### config.mk
export PLATFORM = sky130hd
export DESIGN_NAME = soh_block_deframer_top_flat
export DESIGN_NICKNAME = d
export VERILOG_FILES = /design/src/hdl/sbd_pkg.sv /design/src/hdl/sbd_intf.sv /design/src/hdl/sbd_front.sv /design/src/hdl/sbd_queue.sv /design/src/hdl/sbd_back.sv /design/src/hdl/soh_block_deframer_top.sv /design/src/flat_wrapper.sv
export SDC_FILE = /design/constraint.sdc
export NUM_CORES = 1
export LEC_CHECK = 0
export ABC_AREA = 0
export BUFFER_PORTS_ARGS = -buffer_cell sky130_fd_sc_hd__buf_2
export CELL_PAD_IN_SITES_DETAIL_PLACEMENT = 1
export CELL_PAD_IN_SITES_GLOBAL_PLACEMENT = 1
export CORE_MARGIN = 10
export CORE_UTILIZATION = 35
export CTS_CLUSTER_DIAMETER = 150
export DETAILED_ROUTE_END_ITERATION = 10
export PLACE_DENSITY_LB_ADDON = 0.08
export SYNTH_ARGS = -nofsm -noshare
export SYNTH_HDL_FRONTEND = slang
export SYNTH_SLANG_ARGS = --single-unit
### constraint.sdc
create_clock -name clock -period 5.9 [get_ports clock]
set_input_delay 1.18 -clock clock [delete_from_list [all_inputs] [get_ports clock]]
set_output_delay 1.18 -clock clock [all_outputs]
set_load 0.01 [all_outputs]
### src/hdl/sbd_pkg.sv
// shared types and constants of the soh block deframer
`timescale 1ns / 1ps

package sbd_pkg;

   // event codes on the request channel
   typedef enum logic [1:0] {
      OP_BYTE     = 2'd0,
      OP_TIMEOUT  = 2'd1,
      OP_READ_ERR = 2'd2
   } opcode_type;

   // kinds of response transaction
   typedef enum logic [1:0] {
      KIND_TYPE = 2'd0,
      KIND_DATA = 2'd1,
      KIND_END  = 2'd2
   } item_kind_type;

   // end-of-block status codes
   typedef enum logic [2:0] {
      ST_OK      = 3'd0,
      ST_TIMEOUT = 3'd1,
      ST_READ    = 3'd2,
      ST_CHKSUM  = 3'd3,
      ST_SEQ     = 3'd4,
      ST_LENGTH  = 3'd5
   } status_type;

   // register indexes on the csr port
   localparam logic REG_START_CODE = 1'b0;
   localparam logic REG_BYTE_LIMIT = 1'b1;

   localparam int        CSR_ADDR_W       = 3;
   localparam logic [7:0] START_CODE_RESET = 8'd1;
   localparam logic [8:0] BYTE_LIMIT_RESET = 9'd270;
   localparam logic [8:0] BYTE_CNT_MAX     = 9'h1ff;

   // one response transaction
   typedef struct packed {
      logic [1:0] item_kind;
      logic [7:0] payload_byte;
      logic [2:0] status_code;
      logic [7:0] payload_count;
   } result_type;

   // queue status seen by the front and back
   typedef struct packed {
      logic full;
      logic empty;
   } queue_stat_type;

endpackage

### src/hdl/sbd_intf.sv
// request and response channel interfaces
`timescale 1ns / 1ps

interface sbd_req_if;
   logic       valid;
   logic       ready;
   logic [1:0] opcode;
   logic [7:0] rx_byte;

   modport source (output valid, output opcode, output rx_byte, input ready);
   modport sink   (input valid, input opcode, input rx_byte, output ready);
endinterface

interface sbd_rsp_if;
   logic       valid;
   logic       ready;
   logic [1:0] item_kind;
   logic [7:0] payload_byte;
   logic [2:0] status_code;
   logic [7:0] payload_count;

   modport source (output valid, output item_kind, output payload_byte,
                   output status_code, output payload_count, input ready);
   modport sink   (input valid, input item_kind, input payload_byte,
                   input status_code, input payload_count, output ready);
endinterface

### src/hdl/sbd_front.sv
// front end: accepts events, tracks the block framing, produces results
`timescale 1ns / 1ps

module sbd_front
   import sbd_pkg::*;
(
   input  logic           clock,
   input  logic           reset,
   sbd_req_if.sink        req,
   input  logic [7:0]     start_code,
   input  logic [8:0]     byte_limit,
   input  queue_stat_type q_stat,
   output logic           push,
   output result_type     push_data
);

   typedef enum logic [2:0] {
      PH_HUNT = 3'd0,
      PH_LEN  = 3'd1,
      PH_SEQ  = 3'd2,
      PH_TYPE = 3'd3,
      PH_DATA = 3'd4
   } phase_type;

   phase_type  phase_ff, phase_in;
   logic [7:0] remaining_ff, remaining_in;
   logic [7:0] sum_ff, sum_in;
   logic [7:0] exp_seq_ff, exp_seq_in;
   logic [8:0] byte_cnt_ff, byte_cnt_in;
   logic [7:0] saved_len_ff, saved_len_in;

   logic       accept;
   logic       fin;
   logic       check_limit;
   status_type fin_status;
   logic [7:0] fin_count;
   logic [7:0] rem_dec;
   logic [8:0] cnt_inc;
   logic [7:0] b;

   assign req.ready = ~q_stat.full;
   assign accept    = req.valid & req.ready;
   assign b         = req.rx_byte;
   assign rem_dec   = (remaining_ff != 8'd0) ? remaining_ff - 8'd1 : remaining_ff;
   assign cnt_inc   = (byte_cnt_ff != BYTE_CNT_MAX) ? byte_cnt_ff + 9'd1 : byte_cnt_ff;

   // next state and result for the accepted transaction
   always_comb begin
      phase_in     = phase_ff;
      remaining_in = remaining_ff;
      sum_in       = sum_ff;
      exp_seq_in   = exp_seq_ff;
      byte_cnt_in  = byte_cnt_ff;
      saved_len_in = saved_len_ff;
      push         = 1'b0;
      push_data    = '0;
      fin          = 1'b0;
      check_limit  = 1'b0;
      fin_status   = ST_OK;
      fin_count    = 8'd0;

      if (accept) begin
         case (opcode_type'(req.opcode))
            OP_TIMEOUT: begin
               fin        = 1'b1;
               fin_status = ST_TIMEOUT;
            end
            OP_READ_ERR: begin
               fin        = 1'b1;
               fin_status = ST_READ;
            end
            OP_BYTE: begin
               case (phase_ff)
                  PH_HUNT: begin
                     if (b == start_code) begin
                        phase_in = PH_LEN;
                     end
                     byte_cnt_in = cnt_inc;
                     check_limit = 1'b1;
                  end
                  PH_LEN: begin
                     saved_len_in = b;
                     remaining_in = b;
                     sum_in       = b;
                     phase_in     = PH_SEQ;
                     byte_cnt_in  = 9'd1;
                     check_limit  = 1'b1;
                  end
                  PH_SEQ: begin
                     exp_seq_in = exp_seq_ff + 8'd1;
                     if (b != exp_seq_in) begin
                        fin        = 1'b1;
                        fin_status = ST_SEQ;
                     end else begin
                        sum_in       = sum_ff + b;
                        remaining_in = rem_dec;
                        phase_in     = PH_TYPE;
                        byte_cnt_in  = cnt_inc;
                        check_limit  = 1'b1;
                     end
                  end
                  PH_TYPE: begin
                     sum_in                 = sum_ff + b;
                     remaining_in           = rem_dec;
                     phase_in               = PH_DATA;
                     byte_cnt_in            = cnt_inc;
                     check_limit            = 1'b1;
                     push                   = 1'b1;
                     push_data.item_kind    = KIND_TYPE;
                     push_data.payload_byte = b;
                  end
                  PH_DATA: begin
                     if (remaining_ff > 8'd1) begin
                        sum_in                 = sum_ff + b;
                        remaining_in           = rem_dec;
                        byte_cnt_in            = cnt_inc;
                        check_limit            = 1'b1;
                        push                   = 1'b1;
                        push_data.item_kind    = KIND_DATA;
                        push_data.payload_byte = b;
                     end else begin
                        // checksum byte closes the block
                        fin = 1'b1;
                        if (sum_ff != b) begin
                           fin_status = ST_CHKSUM;
                        end else if (saved_len_ff < 8'd2) begin
                           fin_status = ST_LENGTH;
                        end else begin
                           fin_status = ST_OK;
                           fin_count  = saved_len_ff - 8'd2;
                        end
                     end
                  end
                  default: begin
                     phase_in    = PH_HUNT;
                     byte_cnt_in = cnt_inc;
                     check_limit = 1'b1;
                  end
               endcase
            end
            default: begin
               // unknown event is dropped
            end
         endcase

         // byte limit reached replaces any type or data result
         if (check_limit && (byte_cnt_in >= byte_limit)) begin
            fin        = 1'b1;
            fin_status = ST_LENGTH;
         end

         // end of block: emit status and go back to hunting
         if (fin) begin
            phase_in                = PH_HUNT;
            remaining_in            = 8'd0;
            sum_in                  = 8'd0;
            byte_cnt_in             = 9'd0;
            saved_len_in            = 8'd0;
            push                    = 1'b1;
            push_data.item_kind     = KIND_END;
            push_data.payload_byte  = 8'd0;
            push_data.status_code   = fin_status;
            push_data.payload_count = fin_count;
         end
      end
   end

   // framing state
   always_ff @(posedge clock) begin
      if (reset) begin
         phase_ff     <= PH_HUNT;
         remaining_ff <= 8'd0;
         sum_ff       <= 8'd0;
         exp_seq_ff   <= 8'd0;
         byte_cnt_ff  <= 9'd0;
         saved_len_ff <= 8'd0;
      end else begin
         phase_ff     <= phase_in;
         remaining_ff <= remaining_in;
         sum_ff       <= sum_in;
         exp_seq_ff   <= exp_seq_in;
         byte_cnt_ff  <= byte_cnt_in;
         saved_len_ff <= saved_len_in;
      end
   end

endmodule

### src/hdl/sbd_queue.sv
// short result queue between front and back
`timescale 1ns / 1ps

module sbd_queue
   import sbd_pkg::*;
#(
   parameter int DEPTH = 2
) (
   input  logic           clock,
   input  logic           reset,
   input  logic           push,
   input  result_type     push_data,
   input  logic           pop,
   output result_type     head_data,
   output queue_stat_type q_stat
);

   localparam int PTR_W = $clog2(DEPTH);
   localparam int CNT_W = $clog2(DEPTH + 1);
   localparam logic [PTR_W-1:0] PTR_LAST = PTR_W'(DEPTH - 1);
   localparam logic [CNT_W-1:0] CNT_FULL = CNT_W'(DEPTH);

   result_type       mem_ff [DEPTH];
   logic [PTR_W-1:0] wr_ptr_ff, wr_ptr_in;
   logic [PTR_W-1:0] rd_ptr_ff, rd_ptr_in;
   logic [CNT_W-1:0] count_ff, count_in;
   logic             do_push;
   logic             do_pop;

   assign q_stat.full  = (count_ff == CNT_FULL);
   assign q_stat.empty = (count_ff == '0);
   assign head_data    = mem_ff[rd_ptr_ff];
   assign do_push      = push & ~q_stat.full;
   assign do_pop       = pop & ~q_stat.empty;

   // pointer and fill count update
   always_comb begin
      wr_ptr_in = wr_ptr_ff;
      rd_ptr_in = rd_ptr_ff;
      count_in  = count_ff;
      if (do_push) begin
         wr_ptr_in = (wr_ptr_ff == PTR_LAST) ? '0 : wr_ptr_ff + PTR_W'(1);
      end
      if (do_pop) begin
         rd_ptr_in = (rd_ptr_ff == PTR_LAST) ? '0 : rd_ptr_ff + PTR_W'(1);
      end
      if (do_push && !do_pop) begin
         count_in = count_ff + CNT_W'(1);
      end else if (!do_push && do_pop) begin
         count_in = count_ff - CNT_W'(1);
      end
   end

   always_ff @(posedge clock) begin
      if (reset) begin
         wr_ptr_ff <= '0;
         rd_ptr_ff <= '0;
         count_ff  <= '0;
      end else begin
         wr_ptr_ff <= wr_ptr_in;
         rd_ptr_ff <= rd_ptr_in;
         count_ff  <= count_in;
      end
   end

   // storage
   always_ff @(posedge clock) begin
      if (do_push) begin
         mem_ff[wr_ptr_ff] <= push_data;
      end
   end

endmodule

### src/hdl/sbd_back.sv
// back end: drains the queue into the response output register
`timescale 1ns / 1ps

module sbd_back
   import sbd_pkg::*;
(
   input  logic           clock,
   input  logic           reset,
   input  queue_stat_type q_stat,
   input  result_type     head_data,
   output logic           pop,
   sbd_rsp_if.source      rsp
);

   logic       rsp_valid_ff, rsp_valid_in;
   result_type rsp_data_ff, rsp_data_in;
   logic       load;

   // output register takes a new transaction when empty or being taken
   assign load         = ~rsp_valid_ff | rsp.ready;
   assign pop          = load & ~q_stat.empty;
   assign rsp_valid_in = load ? ~q_stat.empty : rsp_valid_ff;
   assign rsp_data_in  = pop ? head_data : rsp_data_ff;

   always_ff @(posedge clock) begin
      if (reset) begin
         rsp_valid_ff <= 1'b0;
      end else begin
         rsp_valid_ff <= rsp_valid_in;
      end
   end

   always_ff @(posedge clock) begin
      rsp_data_ff <= rsp_data_in;
   end

   assign rsp.valid         = rsp_valid_ff;
   assign rsp.item_kind     = rsp_data_ff.item_kind;
   assign rsp.payload_byte  = rsp_data_ff.payload_byte;
   assign rsp.status_code   = rsp_data_ff.status_code;
   assign rsp.payload_count = rsp_data_ff.payload_count;

endmodule

### src/hdl/soh_block_deframer_top.sv
// top level of the soh block deframer with its csr registers
// path: a result is written into the result queue and then loaded into the rsp output register
// throughput: one request transaction per cycle while the result queue is not full, set by the
//   framing update in the front end; the result queue absorbs rsp stalls until it is full
// reset: synchronous, active high; back to hunting, expected sequence 0,
//   start_code 1 and byte_limit 270, queue and output register empty
`timescale 1ns / 1ps

module soh_block_deframer_top
   import sbd_pkg::*;
#(
   parameter int QUEUE_DEPTH = 2
) (
   input  logic                  clock,
   input  logic                  reset,
   sbd_req_if.sink               req_chan,
   sbd_rsp_if.source             rsp_chan,
   input  logic                  csr_psel,
   input  logic                  csr_penable,
   input  logic                  csr_pwrite,
   input  logic [CSR_ADDR_W-1:0] csr_paddr,
   input  logic [31:0]           csr_pwdata,
   output logic [31:0]           csr_prdata,
   output logic                  csr_pready
);

   logic [7:0]     start_code_ff, start_code_in;
   logic [8:0]     byte_limit_ff, byte_limit_in;
   logic           csr_write;
   logic           reg_sel;
   logic           push;
   logic           pop;
   result_type     push_data;
   result_type     head_data;
   queue_stat_type q_stat;

   // csr write decode
   assign csr_pready = 1'b1;
   assign csr_write  = csr_psel & csr_penable & csr_pwrite & csr_pready;
   assign reg_sel    = csr_paddr[2];

   always_comb begin
      start_code_in = start_code_ff;
      byte_limit_in = byte_limit_ff;
      if (csr_write) begin
         case (reg_sel)
            REG_START_CODE: start_code_in = csr_pwdata[7:0];
            REG_BYTE_LIMIT: byte_limit_in = csr_pwdata[8:0];
            default: begin
               start_code_in = start_code_ff;
            end
         endcase
      end
   end

   always_ff @(posedge clock) begin
      if (reset) begin
         start_code_ff <= START_CODE_RESET;
         byte_limit_ff <= BYTE_LIMIT_RESET;
      end else begin
         start_code_ff <= start_code_in;
         byte_limit_ff <= byte_limit_in;
      end
   end

   // csr read mux
   always_comb begin
      case (reg_sel)
         REG_START_CODE: csr_prdata = {24'd0, start_code_ff};
         REG_BYTE_LIMIT: csr_prdata = {23'd0, byte_limit_ff};
         default:        csr_prdata = 32'd0;
      endcase
   end

   sbd_front u_front (
      .clock      (clock),
      .reset      (reset),
      .req        (req_chan),
      .start_code (start_code_ff),
      .byte_limit (byte_limit_ff),
      .q_stat     (q_stat),
      .push       (push),
      .push_data  (push_data)
   );

   sbd_queue #(
      .DEPTH (QUEUE_DEPTH)
   ) u_queue (
      .clock     (clock),
      .reset     (reset),
      .push      (push),
      .push_data (push_data),
      .pop       (pop),
      .head_data (head_data),
      .q_stat    (q_stat)
   );

   sbd_back u_back (
      .clock     (clock),
      .reset     (reset),
      .q_stat    (q_stat),
      .head_data (head_data),
      .pop       (pop),
      .rsp       (rsp_chan)
   );

endmodule
### src/flat_wrapper.sv
// flat-port wrapper written by rule: the top's interface ports become plain ports
module soh_block_deframer_top_flat import sbd_pkg::*;
#(
   parameter int QUEUE_DEPTH = 2
)
  (clock, reset, csr_psel, csr_penable, csr_pwrite, csr_paddr, csr_pwdata, csr_prdata, csr_pready, req_chan_valid, req_chan_opcode, req_chan_rx_byte, req_chan_ready, rsp_chan_valid, rsp_chan_item_kind, rsp_chan_payload_byte, rsp_chan_status_code, rsp_chan_payload_count, rsp_chan_ready);
  sbd_req_if req_chan_i ();
  sbd_rsp_if rsp_chan_i ();
  input  logic clock;
  input  logic reset;
  input  logic csr_psel;
  input  logic csr_penable;
  input  logic csr_pwrite;
  input  logic [CSR_ADDR_W-1:0] csr_paddr;
  input  logic [31:0] csr_pwdata;
  output logic [31:0] csr_prdata;
  output logic csr_pready;
  input wire logic [$bits(req_chan_i.valid)-1:0] req_chan_valid;
  input wire logic [$bits(req_chan_i.opcode)-1:0] req_chan_opcode;
  input wire logic [$bits(req_chan_i.rx_byte)-1:0] req_chan_rx_byte;
  output wire logic [$bits(req_chan_i.ready)-1:0] req_chan_ready;
  output wire logic [$bits(rsp_chan_i.valid)-1:0] rsp_chan_valid;
  output wire logic [$bits(rsp_chan_i.item_kind)-1:0] rsp_chan_item_kind;
  output wire logic [$bits(rsp_chan_i.payload_byte)-1:0] rsp_chan_payload_byte;
  output wire logic [$bits(rsp_chan_i.status_code)-1:0] rsp_chan_status_code;
  output wire logic [$bits(rsp_chan_i.payload_count)-1:0] rsp_chan_payload_count;
  input wire logic [$bits(rsp_chan_i.ready)-1:0] rsp_chan_ready;
  assign req_chan_i.valid = req_chan_valid;
  assign req_chan_i.opcode = req_chan_opcode;
  assign req_chan_i.rx_byte = req_chan_rx_byte;
  assign req_chan_ready = req_chan_i.ready;
  assign rsp_chan_valid = rsp_chan_i.valid;
  assign rsp_chan_item_kind = rsp_chan_i.item_kind;
  assign rsp_chan_payload_byte = rsp_chan_i.payload_byte;
  assign rsp_chan_status_code = rsp_chan_i.status_code;
  assign rsp_chan_payload_count = rsp_chan_i.payload_count;
  assign rsp_chan_i.ready = rsp_chan_ready;
  soh_block_deframer_top #(.QUEUE_DEPTH(QUEUE_DEPTH)) u_core (.clock(clock), .reset(reset), .req_chan(req_chan_i), .rsp_chan(rsp_chan_i), .csr_psel(csr_psel), .csr_penable(csr_penable), .csr_pwrite(csr_pwrite), .csr_paddr(csr_paddr), .csr_pwdata(csr_pwdata), .csr_prdata(csr_prdata), .csr_pready(csr_pready));
endmodule
After elaboration in Yosys (flattened, before gate mapping)

Memories as Yosys holds them, arrays and structs flattened. A register that Yosys moved wholly into a read port is not among the register bits.
Cells that the tools add are included.

Flip-flop bits (word level): 66
Bits in latches: 0
Input port bits: 52
Bits in writable memories: 42
Memories kept: 1
Output and inout bits: 56
Memory bits (read-only): 0
Logic and storage cells: 136

Memory list:

| name                  | words | width | rd ports | clocked after memory_dff | write ports | line            | RTL |
|---|---|---|---|---|---|---|---|
| u_core.u_queue.mem_ff | 2     | 21    | 1        | 1                        | 1           | sbd_queue.sv:23 | `result_type mem_ff [DEPTH];` |

Equality and inequality tests: 15
Mux-type cells: 65
Div/mod/pow operators: 0
$add $sub $neg: 9
Reductions and logical operators: 20
$lt $le $gt $ge: 3
Shifts and indexed selects: 0
Multipliers: 0
Bitwise gates (word level): 11

Operators by type and width:

| operator                                                                        | number |
|---|---|
| 8-bit two-way mux                                                               | 17 |
| 9-bit two-way mux                                                               | 8 |
| 32-bit case mux with 2 select lines                                             | 1 |
| 8-bit case mux with 4 select lines                                              | 2 |
| 21-bit two-way mux                                                              | 2 |
| 3-bit two-way mux                                                               | 9 |
| 9-bit case mux with 3 select lines                                              | 1 |
| 9-bit case mux with 2 select lines                                              | 1 |
| 8-bit != test                                                                   | 2 |
| 1-bit two-way mux                                                               | 15 |
| 3-bit case mux with 5 select lines                                              | 1 |
| 5-bit AND reduction                                                             | 2 |
| 9-bit by 1-bit adder with 9-bit output, second input constant                   | 1 |
| 9-bit >= comparator                                                             | 1 |
| 3-bit != test, second input constant                                            | 3 |
| 9-bit != test, second input constant                                            | 1 |
| 3-bit case mux with 3 select lines                                              | 1 |
| 8-bit by 1-bit adder with 8-bit output, second input constant                   | 1 |
| 8-bit adder                                                                     | 1 |
| 8-bit equality test                                                             | 1 |
| 8-bit by 1-bit greater-than comparator with 1-bit output, second input constant | 1 |
| 8-bit by 2-bit < comparator with 1-bit output, second input constant            | 1 |
| 1-bit case mux with 2 select lines                                              | 4 |
| 8-bit nonzero test                                                              | 1 |
| other kinds (25)                                                                | 45 |

Depth between registers and ports, before layout

Gate-level depths: netlist (run 1).

Depth after elaboration: 17
Mapped depth: 21
Gate-level depth less buffers: 20

Modules after synthesis

Synthesis (run 1) repeated with hierarchy kept, for this count alone.

Cells, all modules: 735
Area total of the unflattened synthesis: 7,360.8 µm²

By module, submodules not included:

| module                 | cells each | area an instance (µm²) | times used | sequential area each (µm²) |
|---|---|---|---|---|
| sbd_front              | 512        | 3,892.5                | 1          | 880.8 |
| sbd_queue              | 90         | 1,725.4                | 1          | 1,361.3 |
| soh_block_deframer_top | 108        | 1,056.0                | 1          | 340.3 |
| sbd_back               | 25         | 686.9                  | 1          | 650.6 |

Worst setup path after synthesis (run 1)

OpenSTA, ideal clock, no wires.

Path type: input port to flip-flop
Start point: input port req_chan_rx_byte[7]
End point: memory u_core.u_queue.mem_ff[0][0] in the netlist's numbering (enable)
Stages on the path: 16
Setup slack: 0.186 ns
Data required time: 5.501 ns
Data arrival time: 5.315 ns
Path buffers: 3
Setup time: 0.399 ns
Path through: buf_2 -> xnor2_1 -> or3_4 -> a2111oi_4 -> o211ai_2 -> a21oi_1 -> clkbuf_1 -> a21oi_1 -> ha_1 -> nand2_1 -> nor4_1 -> o211ai_1 -> a221oi_1 -> buf_4 -> o31ai_1 -> nor2_1

Cells in the longest elaborated chain, start to end: 14
Elaborated cells between the ends (all ways): 21
Those cells by class: order compare: 1; eq/ne: 1; mux: 17; bitwise: 1; reduce/logical: 1

RTL lines:

| element                                   | line               | RTL |
|---|---|---|
| start: declaration                        | flat_wrapper.sv:20 | `input wire logic [$bits(req_chan_i.rx_byte)-1:0] req_chan_rx_byte;` |
| 8-bit != test *                           | sbd_front.sv:91    | `if (b != exp_seq_in) begin` |
| 9-bit two-way mux                         | sbd_front.sv:91    |  |
| 9-bit case mux with 3 select lines        | sbd_front.sv:73    | `case (phase_ff)` |
| 9-bit two-way mux                         | sbd_front.sv:63    | `case (opcode_type'(req.opcode))` |
| 9-bit two-way mux                         | sbd_front.sv:62    | `if (accept) begin` |
| 9-bit >= comparator                       | sbd_front.sv:147   | `if (check_limit && (byte_cnt_in >= byte_limit)) begin` |
| 1-bit logical AND                         | sbd_front.sv:147   |  |
| 1-bit two-way mux *                       | sbd_front.sv:147   |  |
| 1-bit two-way mux *                       | sbd_front.sv:62    |  |
| 1-bit two-way mux *                       | sbd_front.sv:153   | `if (fin) begin` |
| 1-bit two-way mux *                       | sbd_front.sv:62    |  |
| 1-bit bitwise AND *                       | sbd_queue.sv:33    | `assign do_push = push & ~q_stat.full;` |
| 1-bit two-way mux *                       | sbd_queue.sv:68    | `if (do_push) begin` |
| 1-bit two-way mux (implied by the code) * | sbd_queue.sv:69    | `mem_ff[wr_ptr_ff] <= push_data;` |
| end: declaration                          | sbd_queue.sv:23    |  |

Mark *: on every way between the ends. The rest lies on a longest branch, timed or not. The select of a mux whose other input is x is not followed.

Final worst setup path (run 1)

Start point: input port req_chan_rx_byte[2]
End point: register u_core.u_front.saved_len_ff[6]

Cells in the longest elaborated chain, start to end: 11
Elaborated cells between the ends (all ways): 20
Those cells by class: order compare: 1; eq/ne: 1; mux: 14; reduce/logical: 4

RTL lines:

| element                            | line             | RTL |
|---|---|---|
| 8-bit != test *                    | sbd_front.sv:91  |  |
| 9-bit two-way mux                  | sbd_front.sv:91  |  |
| 9-bit case mux with 3 select lines | sbd_front.sv:73  |  |
| 9-bit two-way mux                  | sbd_front.sv:63  |  |
| 9-bit two-way mux                  | sbd_front.sv:62  |  |
| 9-bit >= comparator                | sbd_front.sv:147 |  |
| 1-bit logical AND                  | sbd_front.sv:147 |  |
| 1-bit two-way mux *                | sbd_front.sv:147 |  |
| 1-bit two-way mux *                | sbd_front.sv:62  |  |
| 2-bit nonzero test (no line)       | --               |  |
| 3-bit AND reduction (no line)      | --               |  |
| end signal: assignment             | sbd_front.sv:183 | `saved_len_ff <= saved_len_in;` |
| end: declaration                   | sbd_front.sv:30  | `logic [7:0] saved_len_ff, saved_len_in;` |

Marked as above.
A chain may end at the register's enable or synchronous reset.

==> metrics.txt, run 1 <==
status=finished, final reports clean; Sink Count=129; final setup vio count=0; worst hold slack=0.481 ns; post-cts gate resize count=0; f_max=187 MHz; number of max-cap violations=0; Synth cell types=66; YS warnings=0; setup TNS=0 ns; # hold bufs at CTS=0; Synth area leaders=edfxtp_1, dfxtp_1, mux2_2; largest net degree at the start of global routing=50; Final Max Tran Viols=0; initial antenna violation count=0; Syn Inst Count=696; DRC=0; num rows=51; Overall Global Routing Usage=15.4%; Yosys top cell by area=edfxtp_1; CTS tree=built; Overflow after GRT=0; LEAKAGE=3.28 nW; Arr. time, crit path=approximately 5.7 ns; path type of the worst setup path=input port to register; EDFF count, synth=63; DP HPWL=approximately 14 mm; Chip Width=160 um; Cell Pwr Density=316 nW/um^2; final worst path period need=5.35 ns; share of cells above drive strength 1=19.9%; Final GP Congestion=0.773; Post-CTS Setup Bufs=0; Post-synth ARST share=0%; CTS root buffer=clkbuf_16; synthesized area per cell=9.87 sq um; #FFs+latches synth=129; I/O pin total=between 100 and 150; worst slew pin tran=1.06 ns; Crit path required time=6.24 ns; period utilization=90.7%; Starting Density=35.4%; synthesized area=6870 sq um; Seq pwr share=43.9%; DR iter-0 viols=255; HP Class=register to register; area post-placement=about 7500 sq um; Layout fillers=approximately 2200; die height=~160 um; total CTS buffers=17; Core Area=19400 sq um; RSZ-0062 raised after global routing=false; vias in the first global route=5860; Gate power share=16.6%; die area=between 20000 and 30000 sq um; vias=5359; Commonest cells post-synth=nand2_1, dfxtp_1, edfxtp_1; n_diodes=0; Post-DRT Antenna Nets=0; Net Switching=0.724 mW; Final Hold Viols=0; Vias/cell=5.16; final instance area=around 8000 sq um; clock latency on the worst-skew pair=around 0.42 ns; H-tree lvl count=4; Clk pwr share=39.5%; port buffer count=58; Reg clk slew, reported paths=~0.060 ns; sw frac=28.6%; Synth top area share=27.5%; DRT Pass-1 Iters=5; synth-to-layout area growth=16.6%; Startpoint Class=input port; NumNets Final=~840; max_slew headroom=28.4%; CTS max path bufs=2; Critical Path End Type=register; CP max FO=7; most used flip-flop cell after synthesis=dfxtp_1; routed len/inst=~18 um; share of the yosys chip area belonging to registers=46.8%; peak supply drop=193 uV; Cell Int Power=1.81 mW; first-pass GRT wire length=31.7 mm; Worst Skew=0.0105 ns; final WL=a little under 20 mm; most instantiated library cell after synthesis=nand2_1
[metrics by stage]
stage               setup slack [ns]  util, %  instances  power (mW)
floorplan                      0.186        -        718        1.39
global placement               0.196     38.4       1007        1.55
detailed placement             0.164     38.4       1007        1.56
CTS                            0.604     41.3       1039        2.58
global route                   0.103     41.3       1039        2.67
finish                         0.547     41.3       1039        2.53
[worst max-delay path, cell delays in order]
cell	delay, ns
buf_2	0.17
nor2b_1	0.16
or3_1	0.34
a31oi_1	0.30
o211ai_2	0.24
a21boi_0	0.22
o21ai_0	0.13
mux2_2	0.32
ha_1	0.28
nand2b_1	0.14
a211oi_1	0.23
nor4_1	0.08
o211ai_1	0.21
a221oi_1	0.11
buf_4	0.18
buf_4	0.15
nor4_1	0.90
a22oi_1	0.18
nor2_1	0.16
[metal layers]
metal,global-route usage [%],up-vias,wire (um)
met2,25.9,105,9480
li1,-,2609,-
met4,5.05,0,222
met1,18.9,2632,8660
met3,3.55,13,843
met5,0,-,0
[final cells by class]
type                    instances  area, sq um  area share [%]
flip-flops and latches        129         3210            40.1
multi-input cells             506         3320            41.4
repair buffers                 80          493            6.15
well taps                     265          332            4.14
clock inverters                15          135            1.69
inverters                      27          101            1.26
clock buffers                  17          425            5.31
[registers in the layout (all words and copies together) (netlist names)]
signal / cells
u_core.u_queue.mem_ff: 42
u_core.byte_limit_ff: 9
u_core.u_queue.rd_ptr_ff: 1
u_core.u_front.phase_ff: 3
u_core.u_front.saved_len_ff: 8
u_core.start_code_ff: 8
u_core.u_front.byte_cnt_ff: 9
u_core.u_back.rsp.status_code: 3
u_core.u_back.rsp.payload_byte: 8
u_core.u_front.exp_seq_ff: 8
u_core.u_queue.wr_ptr_ff: 1
u_core.u_back.rsp.payload_count: 8
u_core.u_back.rsp.item_kind: 2
u_core.u_front.remaining_ff: 8
u_core.u_front.sum_ff: 8
u_core.u_queue.count_ff: 2
u_core.u_back.rsp.valid: 1
[cells by family after synthesis]
group | Yosys count | synth area share, %
other cells | 2 | 0.109
flops | 129 | 46.8
fa+ha+maj | 26 | 4.84
simple gates | 235 | 16.8
buf+inv | 83 | 6.25
compound gates | 145 | 14.4
mux | 31 | 5.06
xor+xnor | 45 | 5.74
[layout by cell type (no fill, tap or decap), types with 6 or more instances in the layout]
cell       instances
nand2_1           74
dfxtp_1           66
edfxtp_1          63
buf_2             58
nor2_1            52
a21oi_1           44
mux2_2            30
o21ai_0           27
inv_1             27
ha_1              25
conb_1            24
xnor2_1           23
xor2_1            22
buf_4             19
and3_1            18
nand3_1           17
clkbuf_16         17
nor3_1            13
nand4_1           13
nor4_1            10
nand2b_1           8
a22oi_1            7
a22o_1             6
o211ai_1           6
[worst paths after layout]
| check | slack (ns) | cells past startpoint | to | start |
|---|---|---|---|---|
| max | 0.55 | 19 | u_core.u_front.saved_len_ff[6]$_SDFFE_PP0P_ | req_chan_rx_byte[2] |
| min | 0.48 | 2 | u_core.byte_limit_ff[6]$_SDFFE_PP0P_ | u_core.byte_limit_ff[6]$_SDFFE_PP0P_ |
| max reg2reg | 0.73 | 19 | u_core.u_front.saved_len_ff[6]$_SDFFE_PP0P_ | u_core.u_front.exp_seq_ff[0]$_SDFFE_PP0P_ |
| min reg2reg | 0.48 | 2 | u_core.byte_limit_ff[6]$_SDFFE_PP0P_ | u_core.byte_limit_ff[6]$_SDFFE_PP0P_ |
[power groups by stage]
stage | registers (mW) | logic (mW) | clock network (mW)
CTS | 1.11 | 0.434 | 1.03
global placement | 1.13 | 0.422 | 0
global route | 1.12 | 0.473 | 1.07
finish | 1.11 | 0.421 | 1.00
floorplan | 1.14 | 0.258 | 0
detailed placement | 1.13 | 0.432 | 0
Power figures use the tool's default switching activity.
==> inputs of run 2 (changes only) <==
MAX_ROUTING_LAYER = met4   (was unset)
clock period = 6.8 ns   (was 5.9 ns; I/O delays follow)
==> metrics.txt, run 2 (synthesis gave the netlist of run 1 again) <==
status=finished, final reports clean; final WL=19.0 mm (-0.94%); routed len/inst=18.5 um (about the same); initial antenna violation count=0 (unchanged); vias=5306 (-0.99%); DRC=0 (unchanged); worst reg2reg startpoint=u_core.u_front.remaining_ff[2]$_SDFFE_PP0P_; r2r endpoint=u_core.u_queue.count_ff[1]$_SDFFE_PP0P_; total CTS buffers=17 (unchanged); max_slew headroom=15.6% (-13 points); Startpoint Class=input port; CTS root buffer=clkbuf_16; Sink Count=129 (unchanged); FF-to-FF setup slack=1.22 ns (+0.49 ns); most frequent cells in the layout=nand2_1, dfxtp_1, edfxtp_1; peak supply drop=167 uV (-14%); Overall Global Routing Usage=15.4% (+0.028 points); # hold bufs at CTS=0 (unchanged); Arr. time, crit path=6.27 ns (+0.57 ns); n_diodes=0 (unchanged); Vias/cell=5.16 (about the same); cell count of the worst reg-to-reg path=19 (unchanged); worst slew pin tran=1.27 ns (+0.202 ns); busiest layer in global routing=met2; Overflow after GRT=0 (unchanged); post-cts gate resize count=0 (unchanged); leading registers by flop count=u_core.u_queue.mem_ff x42, u_core.byte_limit_ff x9, u_core.u_front.byte_cnt_ff x9; I/O pin total=108 (unchanged); post-layout power=2.29 mW (-9.4%); max reg flops=42 (unchanged); area of the multi-input gates=3310 sq um (-0.11%); most flop-heavy register=u_core.u_queue.mem_ff; largest net degree at the start of global routing=50 (unchanged); die area=25600 sq um (unchanged); Final Max Tran Viols=0 (unchanged); DP Cell Count=997 (-0.99%); setup TNS=0 ns (unchanged); Post-DRT Antenna Nets=0 (unchanged); final std cells w/o fill=1029 (-0.96%); Crit path required time=7.14 ns (+0.90 ns); Reg clk slew, reported paths=0.06 ns (about the same); met3 usage=3.50% (-0.051 points); Final Hold Viols=0 (unchanged); hold endpoint=u_core.u_front.sum_ff[2]$_SDFFE_PP0P_; Worst Skew=0.0124 ns (+0.00188 ns); NumNets Final=829 (-1.2%); CTS max path bufs=2 (unchanged); slowest cell on the critical path=o31ai_1; Post-CTS Setup Bufs=0 (unchanged); final setup vio count=0 (unchanged); Layout fillers=2250 (+0.31%); DR iter-0 viols=209 (-18%); Final GP Congestion=0.793 (+2.6%); met1 global-route usage=18.5% (-0.40 points); CP bufs+invs=3 (unchanged); most common cell after layout, fill and taps aside=nand2_1; CTS tree=built; HP Class=register to register; first-pass GRT wire length=30.9 mm (-2.7%); share of cells above drive strength 1=18.6% (-1.3 points); Chip Width=160 um (unchanged); Sequential Area=3210 sq um (unchanged); CP max FO=16 (+9); RSZ-0062 raised after global routing=false; period utilization=87.2%; f_max=roughly 170 MHz; slowest stage delay, CP=0.57 ns (-0.33 ns); Core Area=19400 sq um (unchanged); port buffer count=58 (unchanged); Starting Density=35.4% (unchanged); synth-to-layout area growth=16.0%; num rows=51 (unchanged); Critical Path End Type=register; Worst Hold Path Cells=1 (-1); DP HPWL=13.7 mm (-2.0%); met2 GRT Util=25.4% (-0.45 points); number of max-cap violations=0 (unchanged); DRT Pass-1 Iters=4 (-1); final worst path period need=5.93 ns; H-tree lvl count=4 (unchanged); CP Cell Sequence=buf_2 -> xnor2_1 -> or3_4 -> a2111oi_4 -> o211ai_2 -> a21oi_1 -> buf_4 -> and3_1 -> mux2_2 -> ha_1 -> nand2b_1 -> a211oi_1 -> nor4_1 -> o211ai_1 -> a221oi_1 -> o31ai_1 -> inv_1 -> ha_1 -> or3_1 -> a21oi_1; Hold Path Origin=u_core.u_front.sum_ff[2]$_SDFFE_PP0P_; vias in the first global route=5688 (-2.9%); path type of the worst setup path=input port to register; LEAKAGE=3.26 nW (-0.79%); die height=160 um (unchanged); clock latency on the worst-skew pair=0.42 ns (about the same); delay-heaviest family, CP=compound AO/OA/AOI/OAI gates; Cell Pwr Density=288 nW/um^2 (-8.8%)
-- run 2: cell count changes in the layout (fill, tap and decap cells not counted), sizes merged --
| cell | delta |
|---|---|
| clkinvlp | -2 |
| bufinv | +3 |
| buf | -10 |
| clkinv | -1 |
-- run 2: final cells by class --
cell class,instances,area share (%)
clock buffers,17,5.34
clock inverters,15,2.56
inverters,27,1.27
multi-input cells,506,41.6
flip-flops and latches,129,40.3
well taps,265,4.16
repair buffers,70,4.77
-- run 2: power by group --
part | internal (mW) | total [mW] | switching [mW]
registers | 0.920 | 0.966 | 0.0466
logic | 0.133 | 0.355 | 0.221
clock network | 0.617 | 0.973 | 0.357
total | 1.67 | 2.29 | 0.625
-- run 2: how the worst max path moves through the flow --
stage                                   start  cells past startpoint  slack, ns                                 endpoint
after floorplan           req_chan_rx_byte[7]                     16       0.91    u_core.u_queue.mem_ff[0][0]$_DFFE_PP_
after global placement    req_chan_rx_byte[7]                     20       0.63  u_core.u_queue.count_ff[1]$_SDFFE_PP0P_
after detailed placement  req_chan_rx_byte[7]                     20       0.44  u_core.u_queue.count_ff[1]$_SDFFE_PP0P_
after CTS                 req_chan_rx_byte[7]                     20       0.86  u_core.u_queue.count_ff[1]$_SDFFE_PP0P_
after global routing      req_chan_rx_byte[7]                     20       0.53  u_core.u_queue.count_ff[1]$_SDFFE_PP0P_
final                     req_chan_rx_byte[7]                     20       0.87  u_core.u_queue.count_ff[1]$_SDFFE_PP0P_
-- run 2: through the flow --
step	hold WS (ns)	setup slack, ns	cell area (sq um)	util (%)
floorplan	0.436	0.906	6950	-
global placement	0.451	0.635	7340	37.8
detailed placement	0.461	0.440	7340	37.8
CTS	0.479	0.863	7970	41.1
global route	0.495	0.527	7970	41.1
finish	0.469	0.869	7970	41.1
-- run 2: metal layers --
| metal | part of all wire, % | routed length [um] |
|---|---|---|
| met1 | 46 | 8730 |
| met2 | 48 | 9200 |
| met3 | 4.8 | 920 |
| met4 | 0.89 | 170 |
| met5 | 0 | 0 |
==> inputs of run 3 (changes only) <==
BUFFER_PORTS_ARGS = unset   (was -buffer_cell sky130_fd_sc_hd__buf_2)
DONT_BUFFER_PORTS = 1   (was unset)
==> metrics.txt, run 3 (synthesis gave the netlist of run 1 again) <==
Crit path required time=7.16 ns (+0.02 ns); initial antenna violation count=0 (unchanged); most frequent cells in the layout=nand2_1, dfxtp_1, edfxtp_1; share of cells above drive strength 1=11.9% (-6.6 points); number of max-cap violations=0 (unchanged); vias in the first global route=5466 (-3.9%); largest net degree at the start of global routing=50 (unchanged); max_slew headroom=30.0% (+14 points); CP max FO=16 (unchanged); vias=5077 (-4.3%); final worst path period need=5.65 ns (-0.278 ns); final setup vio count=0 (unchanged); first-pass GRT wire length=30.2 mm (-2.2%); Sink Count=129 (unchanged); n_diodes=0 (unchanged); HP Class=register to register; Overflow after GRT=0 (unchanged); port buffer count=0 (-100%); RSZ-0062 raised after global routing=false; Reg clk slew, reported paths=0.07 ns (about the same); final WL=18.7 mm (-1.7%); Layout fillers=2212 (-1.7%); NumNets Final=768 (-7.4%); slowest stage delay, CP=0.64 ns (+0.07 ns); Startpoint Class=input port; Final Max Tran Viols=0 (unchanged); H-tree lvl count=4 (unchanged); die height=160 um (unchanged); worst slew pin tran=1.05 ns (-0.217 ns); leading registers by flop count=u_core.u_queue.mem_ff x42, u_core.byte_limit_ff x9, u_core.u_front.byte_cnt_ff x9; I/O pin total=108 (unchanged); most common cell after layout, fill and taps aside=nand2_1; synth-to-layout area growth=10.7%; num rows=51 (unchanged); final instance area=7610 sq um (-4.5%); path type of the worst setup path=input port to register; Arr. time, crit path=6.02 ns (-0.25 ns); clock latency on the worst-skew pair=0.43 ns (about the same); CTS tree=built; Final GP Congestion=0.805 (+1.5%); f_max=177 MHz (+4.9%); DP HPWL=13.6 mm (-1.3%); Final Hold Viols=0 (unchanged); setup TNS=0 ns (unchanged); status=finished, final reports clean; CP bufs+invs=2 (-1); Post-CTS Setup Bufs=0 (unchanged); area post-placement=7040 sq um (-4.0%); CP Cell Sequence=xnor2_1 -> or3_4 -> a2111oi_4 -> o211ai_2 -> a21oi_1 -> buf_4 -> and3_1 -> mux2_2 -> ha_1 -> nand2b_1 -> a211oi_1 -> nor4_1 -> o211ai_1 -> a221oi_1 -> o31ai_1 -> inv_1 -> ha_1 -> or3_1 -> a21oi_1; fin worst setup slack=1.15 ns (+0.278 ns); CTS max path bufs=2 (unchanged); CTS root buffer=clkbuf_16; Core Area=19400 sq um (unchanged); period utilization=83.1% (-4.1 points); slowest cell on the critical path=o31ai_1; delay-heaviest family, CP=compound AO/OA/AOI/OAI gates; Cell Pwr Density=281 nW/um^2 (-2.6%); DRC=0 (unchanged); worst slack at placement=0.671 ns (+0.231 ns); # hold bufs at CTS=0 (unchanged); peak supply drop=172 uV (+2.8%); Critical Path End Type=register; Post-DRT Antenna Nets=0 (unchanged); Chip Width=160 um (unchanged); LEAKAGE=2.99 nW (-8.2%); most flop-heavy register=u_core.u_queue.mem_ff; routed len/inst=19.3 um (+4.5%); DR iter-0 viols=187 (-11%); die area=25600 sq um (unchanged); post-cts gate resize count=0 (unchanged); DRT Pass-1 Iters=4 (unchanged); Overall Global Routing Usage=15.2% (-0.21 points); total CTS buffers=17 (unchanged); max reg flops=42 (unchanged); Vias/cell=5.24 (+1.7%); Starting Density=35.4% (unchanged); Worst Skew=0.0109 ns (-0.00154 ns)
-- run 3: metal layers --
layer  part of all wire, %  global-route usage, %  up-vias
met5                     0                      -        -
met1                    45                   18.0     2488
met2                    48                   24.4      107
li1                      -                      -     2465
met3                   5.8                   4.68       17
met4                   1.2                   4.55        0
-- run 3: report_power, final --
group	internal [mW]	leakage (nW)	total, mW	switching, mW
Combinational	0.0965	1.57	0.254	0.157
Clock	0.484	0.279	0.881	0.396
Sequential	0.923	1.14	1.00	0.0772
Total	1.50	2.99	2.13	0.631
-- run 3: worst paths after layout --
check / cells past startpoint / to / slack, ns / startpoint
worst max register to register: 19 / u_core.u_queue.count_ff[1]$_SDFFE_PP0P_ / 1.25 / u_core.u_front.remaining_ff[2]$_SDFFE_PP0P_
worst min-delay path: 1 / u_core.u_front.sum_ff[2]$_SDFFE_PP0P_ / 0.48 / u_core.u_front.sum_ff[2]$_SDFFE_PP0P_
worst max-delay path: 19 / u_core.u_queue.count_ff[1]$_SDFFE_PP0P_ / 1.15 / req_chan_rx_byte[7]
worst min register to register: 1 / u_core.u_front.sum_ff[2]$_SDFFE_PP0P_ / 0.48 / u_core.u_front.sum_ff[2]$_SDFFE_PP0P_
-- run 3: through the flow --
step                hold slack [ns]  total power, mW  utilization, %  cells
floorplan                     0.436             1.21               -    718
global placement              0.451             1.27            36.3    936
detailed placement            0.463             1.28            36.3    936
CTS                           0.482             2.17            39.2    968
global route                  0.497             2.25            39.2    968
finish                        0.475             2.13            39.2    968
-- run 3: area by class of cell --
type	count	area, sq um	share of cell area [%]
clock buffers	17	425	5.59
clock inverters	15	139	1.83
inverters	27	101	1.33
multi-input cells	506	3320	43.6
flip-flops and latches	129	3210	42.2
well taps	265	332	4.36
repair buffers	9	80.1	1.05
